$ cat src/rtl/tss_pkg.sv
// shared constants, status codes and saturating fixed-point helpers
package tss_pkg;

  localparam int MAX_ROWS  = 64;
  localparam int FRAC_BITS = 16;
  localparam int CNT_W     = $clog2(MAX_ROWS + 1);
  localparam int IDX_W     = $clog2(MAX_ROWS);
  localparam int DIV_W     = 32 + FRAC_BITS;

  localparam logic [1:0] STAT_OK    = 2'd0;
  localparam logic [1:0] STAT_PIVOT = 2'd1;
  localparam logic [1:0] STAT_FULL  = 2'd2;

  // saturate a 64-bit signed value to 32 bits
  function automatic logic signed [31:0] sat64(input logic signed [63:0] v);
    logic signed [63:0] hi;
    logic signed [63:0] lo;
    hi = 64'sd2147483647;
    lo = -64'sd2147483648;
    if (v > hi) return 32'sh7fffffff;
    else if (v < lo) return 32'sh80000000;
    else return v[31:0];
  endfunction

  // fixed-point product scaling, floor rounding, saturated
  function automatic logic signed [31:0] fx_scale(input logic signed [63:0] p);
    return sat64(p >>> FRAC_BITS);
  endfunction

  // saturating difference
  function automatic logic signed [31:0] fx_sub(input logic signed [31:0] x,
                                                input logic signed [31:0] y);
    logic signed [32:0] s;
    s = 33'(x) - 33'(y);
    if (s[32] != s[31]) return s[32] ? 32'sh80000000 : 32'sh7fffffff;
    else return s[31:0];
  endfunction

endpackage

$ cat src/rtl/tss_div.sv
// radix-2 restoring divider for (num << FRAC_BITS) / den, saturated to 32 bits
module tss_div (
  input  logic               clk_i,
  input  logic               rst_ni,
  input  logic               start_i,
  input  logic signed [31:0] num_i,
  input  logic signed [31:0] den_i,
  output logic               done_o,
  output logic signed [31:0] quo_o
);
  import tss_pkg::*;

  localparam int DCNT_W = $clog2(DIV_W + 1);

  logic              busy_q;
  logic              done_q;
  logic [DCNT_W-1:0] cnt_q;
  logic [DIV_W-1:0]  numr_q;
  logic [DIV_W-1:0]  quo_q;
  logic [32:0]       rem_q;
  logic [31:0]       den_q;
  logic              neg_q;

  logic [32:0] rem_sh;
  logic        take;
  logic [31:0] num_mag;
  logic [31:0] den_mag;

  assign num_mag = num_i[31] ? 32'(-num_i) : 32'(num_i);
  assign den_mag = den_i[31] ? 32'(-den_i) : 32'(den_i);
  assign rem_sh  = {rem_q[31:0], numr_q[DIV_W-1]};
  assign take    = rem_sh >= {1'b0, den_q};

  always_ff @(posedge clk_i or negedge rst_ni) begin
    if (!rst_ni) begin
      busy_q <= 1'b0;
      done_q <= 1'b0;
      cnt_q  <= '0;
    end else begin
      done_q <= 1'b0;
      if (start_i) begin
        busy_q <= 1'b1;
        cnt_q  <= DCNT_W'(DIV_W);
      end else if (busy_q) begin
        cnt_q <= cnt_q - DCNT_W'(1);
        if (cnt_q == DCNT_W'(1)) begin
          busy_q <= 1'b0;
          done_q <= 1'b1;
        end
      end
    end
  end

  always_ff @(posedge clk_i) begin
    if (start_i) begin
      numr_q <= {num_mag, {FRAC_BITS{1'b0}}};
      den_q  <= den_mag;
      rem_q  <= '0;
      quo_q  <= '0;
      neg_q  <= num_i[31] ^ den_i[31];
    end else if (busy_q) begin
      numr_q <= {numr_q[DIV_W-2:0], 1'b0};
      rem_q  <= take ? rem_sh - {1'b0, den_q} : rem_sh;
      quo_q  <= {quo_q[DIV_W-2:0], take};
    end
  end

  always_comb begin
    if (!neg_q) begin
      quo_o = (|quo_q[DIV_W-1:31]) ? 32'sh7fffffff : $signed(quo_q[31:0]);
    end else begin
      quo_o = (|quo_q[DIV_W-1:31]) ? 32'sh80000000 : $signed(32'(-quo_q[31:0]));
    end
  end

  assign done_o = done_q;

endmodule

$ cat config.mk
export PLATFORM = sky130hd
export DESIGN_NAME = tss_div
export DESIGN_NICKNAME = d
export VERILOG_FILES = /design/src/rtl/tss_pkg.sv /design/src/rtl/tss_div.sv
export SDC_FILE = /design/constraint.sdc
export NUM_CORES = 1
export LEC_CHECK = 0
export BUFFER_PORTS_ARGS = -buffer_cell sky130_fd_sc_hd__buf_2
export CAP_MARGIN = 20
export CELL_PAD_IN_SITES_DETAIL_PLACEMENT = 0
export CELL_PAD_IN_SITES_GLOBAL_PLACEMENT = 1
export CORE_AREA = 2 2 173 133
export DETAILED_ROUTE_END_ITERATION = 10
export DIE_AREA = 0 0 175 135
export GPL_ROUTABILITY_DRIVEN = 0
export PLACE_DENSITY = 0.91
export SETUP_SLACK_MARGIN = 0.5
export SLEW_MARGIN = 0
export SYNTH_ARGS = -nofsm -noshare
export SYNTH_HDL_FRONTEND = slang
export SYNTH_SLANG_ARGS = --single-unit
$ cat constraint.sdc
create_clock -name clk_i -period 3.6 [get_ports clk_i]
set_input_delay 0.18 -clock clk_i [delete_from_list [all_inputs] [get_ports clk_i]]
set_output_delay 0.18 -clock clk_i [all_outputs]
set_load 0.02 [all_outputs]
==> results of run 1 <==
layout make-up:
cell class / count / area (µm²) / area share, %
clock buffers: 19 / 443 / 3.72
flip-flops and latches: 153 / 3760 / 31.6
inverters: 60 / 231 / 1.94
repair buffers: 137 / 906 / 7.60
clock inverters: 13 / 140 / 1.18
multi-input cells: 885 / 6060 / 50.9
well taps: 294 / 368 / 3.09
what timing repair did:
| action | CTS | global route |
|---|---|---|
| pin swaps | 8 | 11 |
| hold buffers | 2 | 0 |
| setup buffers | 10 | 8 |
| endpoints found under the hold margin | 9 | 0 |
| endpoints found under the setup margin | 48 | 55 |
| gates resized for setup | 55 | 50 |
critical path, cell delays in order (launching register included):
cell and delay, ns:
dfxtp_2 0.34, nor4_4 0.26, nand4_1 0.12, or4_4 0.43
or4_4 0.53, or4_4 0.45, or4_4 0.48, o41ai_4 0.27
xor2_2 0.18, buf_6 0.13
metrics by stage:
stage	util, %	hold slack (ns)
floorplan	-	-0.116
global placement	49.3	0.0366
detailed placement	49.3	0.0318
CTS	53.4	0.0435
global route	54.6	0.0665
finish	54.6	0.0637
logic make-up after synthesis:
logic type               Yosys count  synth area share [%]
AO/OA/AOI/OAI                    294                  19.4
XOR/XNOR                         109                  9.60
adder cells (fa/ha/maj)           38                  4.86
buffers and inverters            124                  4.70
flip-flops                       153                  37.8
multiplexers                      48                  4.83
AND/OR/NAND/NOR                  396                  18.8
power breakdown:
part / leakage [nW] / total [mW] / switching [mW] / internal, mW
Sequential: 1.39 / 2.26 / 0.187 / 2.07
Clock: 0.279 / 1.82 / 0.771 / 1.05
Combinational: 3.46 / 3.28 / 1.85 / 1.42
final timing paths:
| kind | startpoint | to | cells past startpoint |
|---|---|---|---|
| worst max-delay path | quo_q[41]$_SDFFE_PP0P_ | quo_o[29] | 9 |
| worst min-delay path | den_i[30] | den_q[30]$_DFFE_PP_ | 2 |
| worst max register to register | numr_q[47]$_DFFE_PP_ | rem_q[28]$_SDFFE_PP0P_ | 11 |
| worst min register to register | rem_q[26]$_SDFFE_PP0P_ | rem_q[26]$_SDFFE_PP0P_ | 2 |
| max in group asynchronous | rst_ni | busy_q$_DFF_PN0_ | 2 |
| min in group asynchronous | rst_ni | cnt_q[5]$_DFFE_PN0P_ | 2 |
flip-flops by register name, indices dropped and copies added (netlist names):
| signal | cells |
|---|---|
| neg_q | 1 |
| busy_q | 1 |
| quo_q | 48 |
| cnt_q | 6 |
| den_q | 32 |
| done_o | 1 |
| numr_q | 32 |
| rem_q | 32 |
routing by layer:
layer  up-vias  global-route usage, %
li1       4400                      -
met1      4175                   31.5
met2       246                   31.1
met3        21                   4.34
met4         0                   5.51
met5         -                      0
Yosys cell counts, types with 6 or more instances:
cell type	instances	area (µm²)
dfxtp_1	80	1600
ha_1	37	463
a311oi_1	22	193
inv_1	60	225
or4_1	9	67.6
o21ai_0	76	380
nand4_1	10	62.6
edfxtp_1	65	1950
xor2_1	60	526
nand3_1	34	170
nor4_1	16	100
o211ai_1	9	67.6
or3_1	17	106
o21bai_1	6	45.0
nor2b_1	9	56.3
and3_1	6	37.5
buf_1	8	30.0
clkbuf_1	55	206
nor2_1	164	616
a21o_1	12	90.1
a211oi_1	11	82.6
o31ai_1	22	165
mux2i_1	48	480
o21a_1	8	60.1
xnor2_1	49	429
o41ai_1	8	70.1
dfrtp_1	8	200
nand2_1	77	289
nor3_1	18	90.1
nand2b_1	9	56.3
a21oi_1	73	365
==> flow_metrics.tcl, run 1 <==
set metrics [dict create \
    setup_viol 3 \
    ant_nets 0 \
    timing.max_cap.violations 0 \
    worstPathMaxFanout 2 \
    crit_path_start_kind "flop" \
    highest_layer "met4" \
    dr_total_vias 8842 \
    final_common_cell "nor2_1" \
    die_width_um 175 \
    insertion_delay_ns 0.44 \
    synth_ff_type "dfxtp_1" \
    crit_path_end_kind "output pin" \
    drt-pass1-iter-count 5 \
    cts_tree "built" \
    powerDensity_nw_per_um2 617 \
    grt_pass1_vias 7922 \
    final_nets 1359 \
    period_share_pct 106 \
    vias_per_cell 5.66 \
    r2r_setup_slack_ns 0.63 \
    synth_seq_cells 153 \
    layout.cells.most_common_list "nor2_1, buf_2, nand2_1, dfxtp_1, o21ai_0" \
    outcome "complete, but fails checks" \
    drtIter0Drc 800 \
    synth_nets 1267 \
    fin_skew_ns 0.0135 \
    route.met2.wl_mm 10.9 \
    async_reset_ff_share_pct 5.23 \
    cts_buffers 17 \
    grt-ovfl-total 0 \
    ios 100 \
    grt.total_usage_pct 21.2 \
    area_growth_pct 19.9 \
    rows 47 \
    n_fill_cell 1948 \
    p_total_mw 7.35 \
    path_clk_slew_ns 0.06 \
    fin_ws_ns -0.226 \
    num_antenna_cells 0 \
    final_cell_area_um2 11900 \
    required_ns 3.42 \
    postSynthCellCount 1162 \
    period_minus_slack_ns 3.83 \
    drc_errors 0 \
    drive_gt1_share_pct 19.0 \
    ys_seq_area_share_pct 37.8 \
    relSlewSlack_pct 31.0 \
    p_leak_nw 5.13 \
    dp_cells 1509 \
    h-tree-depth 4 \
    violations "setup timing" \
    synth_area_um2 9940 \
    wl_met3_mm 1.57 \
    portBuffers 99 \
    worstMarginPinSlew_ns 1.04 \
    hold_path.class "in -> reg" \
    pre_cts_ws_ns 0.145 \
    grt_pass1_wl_mm 40.7 \
    achievable-frequency_mhz 261 \
    m1WireLength_mm 12.2 \
    cts_buffer_depth 2 \
    initial_core_util_pct 45.6 \
    ys_warn_count 0 \
    cts.sink_count 153 \
    arrival_ns 3.65 \
    die_h_um 135 \
    rsz0062_at_grt "yes" \
    wl_per_cell_um 16.0 \
    setup-tns-final_ns -0.520 \
    post-dp-hpwl_mm 17.3 \
    ys_types 64 \
    maxSlewViolCount 0 \
    syn_avg_cell_area_um2 8.55 \
    grt_max_degree 80 \
    final_cells 1561 \
    wl_mm 24.9 \
    antenna_found_initial 0 \
    crit_type "reg -> out" \
    place_area_um2 10800 \
    dieArea_um2 23600 \
    core_um2 21800 \
    synth_edf_count 65 \
    finalHoldViolCount 0 \
    cts_root_buf "clkbuf_16" \
    peakVddDrop_mv 0.296 \
]
No activity file was read; power rests on OpenSTA's default activity.
==> run 2, diff against run 1 <==
--- a/config.mk
+++ b/config.mk
@@ -5,13 +5,14 @@
 export SDC_FILE = /design/constraint.sdc
 export NUM_CORES = 1
 export LEC_CHECK = 0
+export ABC_AREA = 1
 export BUFFER_PORTS_ARGS = -buffer_cell sky130_fd_sc_hd__buf_2
 export CAP_MARGIN = 20
 export CELL_PAD_IN_SITES_DETAIL_PLACEMENT = 0
 export CELL_PAD_IN_SITES_GLOBAL_PLACEMENT = 1
-export CORE_AREA = 2 2 173 133
+export CORE_AREA = 2 2 188 144
 export DETAILED_ROUTE_END_ITERATION = 10
-export DIE_AREA = 0 0 175 135
+export DIE_AREA = 0 0 190 146
 export GPL_ROUTABILITY_DRIVEN = 0
 export PLACE_DENSITY = 0.91
 export SETUP_SLACK_MARGIN = 0.5
==> flow_metrics.tcl, run 2 <==
set metrics [dict create \
    die_h_um 146 \
    largest_reg_flops 48 \
    dieArea_um2 27700 \
    rsz0062_at_grt "no" \
    setup-tns-final_ns 0 \
    rr_startpoint "den_q[17]$_DFFE_PP_" \
    grt_pass1_wl_mm 51.0 \
    place_area_um2 12000 \
    period_minus_slack_ns 2.95 \
    max_stage_delay_ns 0.64 \
    achievable-frequency_mhz 339 \
    grt.total_usage_pct 22.8 \
    die_width_um 190 \
    final_common_cell "nand2_1" \
    final_cell_area_um2 12700 \
    startpoint "quo_q[0]$_SDFFE_PP0P_" \
    crit_path_end_kind "output pin" \
    synth_seq_cells 153 \
    wl_mm 31.3 \
    async_reset_ff_share_pct 5.23 \
    slowest_stage "nor3_1" \
    portBuffers 99 \
    peakVddDrop_mv 0.339 \
    drive_gt1_share_pct 10.3 \
    ff_latch_area_um2 3750 \
    synth_ff_type "dfxtp_1" \
    h-tree-depth 4 \
    rows 51 \
    timing.max_cap.violations 0 \
    num_antenna_cells 0 \
    cts_buffers 17 \
    ys_warn_count 0 \
    setup_viol 0 \
    post-route-util_pct 49.3 \
    cts_root_buf "clkbuf_16" \
    synth_top_area_share_pct 17.4 \
    maxSlewViolCount 0 \
    grt-ovfl-total 0 \
    path_clk_slew_ns 0.07 \
    powerDensity_nw_per_um2 351 \
    ys_seq_area_share_pct 33.4 \
    core_um2 25700 \
    p_leak_nw 6.47 \
    cts.sink_count 153 \
    ys_types 44 \
    final_cells 2125 \
    hold_ws_ns 0.00786 \
    ant_nets 0 \
    postSynthCellCount 1691 \
    vias_per_cell 5.17 \
    synth_most_common_cell "nand2_1" \
    multi_input_area_um2 6260 \
    synth_area_leaders "edfxtp_1, nand2_1, dfxtp_1, inv_1, nand3_1" \
    crit_type "reg -> out" \
    fin_skew_ns 0.00989 \
    syn_avg_cell_area_um2 6.65 \
    n_fill_cell 2662 \
    dp_cells 2089 \
    drt-pass1-iter-count 6 \
    largest-register "quo_q" \
    hold_path.class "in -> reg" \
    worstMarginPinSlew_ns 0.741 \
    wl_per_cell_um 14.7 \
    path_cells "inv_1 > ha_1 > nand2_1 > nor3_1 > nand3_1 > nand2_1 > nand3_1 > o21ai_0 > buf_2" \
    initial_core_util_pct 43.7 \
    cp-endpoint "quo_o[28]" \
    synth_nets 1796 \
    dr_total_vias 11000 \
    yosys-top-cells-count "nand2_1, inv_1, nor2_1" \
    grt_max_degree 51 \
    relSlewSlack_pct 50.5 \
    arrival_ns 2.77 \
    antenna_found_initial 0 \
    crit_path_start_kind "flop" \
    required_ns 3.42 \
    insertion_delay_ns 0.44 \
    worstPathMaxFanout 6 \
    area_growth_pct 12.8 \
    synth_area_um2 11200 \
    final_nets 1873 \
    synth_edf_count 65 \
    r2r_setup_slack_ns 1.06 \
    grt_pass1_vias 10000 \
    ios 100 \
    outcome "finished clean" \
    period_share_pct 82.0 \
    drtIter0Drc 864 \
    min_from "num_i[0]" \
    layout.cells.most_common_list "nand2_1, inv_1, nor2_1" \
    drc_errors 0 \
    r2r-end "rem_q[14]$_SDFFE_PP0P_" \
    post-dp-hpwl_mm 23.7 \
    cts_buffer_depth 2 \
    ff2ff_path_depth 11 \
    finalHoldViolCount 0 \
    yosys.area.top_type "edfxtp_1" \
    cts_tree "built" \
]
## run 2: what timing repair did
item,CTS,global route
hold buffers,2,0
hold endpoints to repair,9,0
buffers inserted,0,0
gates resized for setup,0,0
## run 2: how the worst min path moves through the flow
stage | to | slack, ns | cells past startpoint
2_1_floorplan | busy_q$_DFF_PN0_ | -0.12 | 0
3_3_place_gp | cnt_q[5]$_DFFE_PN0P_ | 0.03 | 1
3_5_place_dp | cnt_q[3]$_DFFE_PN0P_ | 0.04 | 1
4_1_cts | numr_q[16]$_SDFFCE_PN0P_ | 0.002 | 3
5_1_grt | numr_q[16]$_SDFFCE_PN0P_ | 0.02 | 3
6_report | numr_q[16]$_SDFFCE_PN0P_ | 0.008 | 3
## run 2: metal layers
layer / global-route usage (%) / vias to the layer above / share of wire [%]
met1: 33.7 / 5021 / 49
met2: 34.1 / 353 / 42
li1: - / 5577 / -
met4: 6.05 / 0 / 1.6
met5: 0 / - / 0
met3: 3.88 / 39 / 6.7
## run 2: metrics by stage
| step | worst slack [ns] | total power [mW] |
|---|---|---|
| 2_1_floorplan | 1.55 | 2.43 |
| 3_3_place_gp | 1.12 | 2.63 |
| 3_5_place_dp | 1.08 | 2.64 |
| 4_1_cts | 0.767 | 4.46 |
| 5_1_grt | 0.549 | 4.64 |
| 6_report | 0.647 | 4.45 |
## run 2: critical path, delay by kind of cell (launching register included)
family	cells	cell delay [ns]
buf+inv	2	0.40
compound gates	1	0.19
flops	1	0.30
fa+ha+maj	1	0.32
simple gates	5	1.13
## run 2: cell families after synthesis
group / after synthesis / share of synthesized area, %
simple gates: 918 / 35.8
buf+inv: 317 / 10.9
compound gates: 189 / 9.71
flops: 153 / 33.4
xor+xnor: 76 / 5.92
fa+ha+maj: 38 / 4.30
## run 2: where the power goes
group          internal [mW]  total (mW)  switching (mW)
Clock                   1.02        1.83           0.808
Combinational          0.234       0.673           0.438
Sequential              1.91        1.95          0.0358
## run 2: area by class of cell
class	instances	area share (%)
multi-input combinational	1221	49.4
sequential	153	29.6
inverter	265	7.85
timing repair buffer	110	5.01
clock buffer	20	3.95
tap	344	3.40
clock inverter	12	0.760
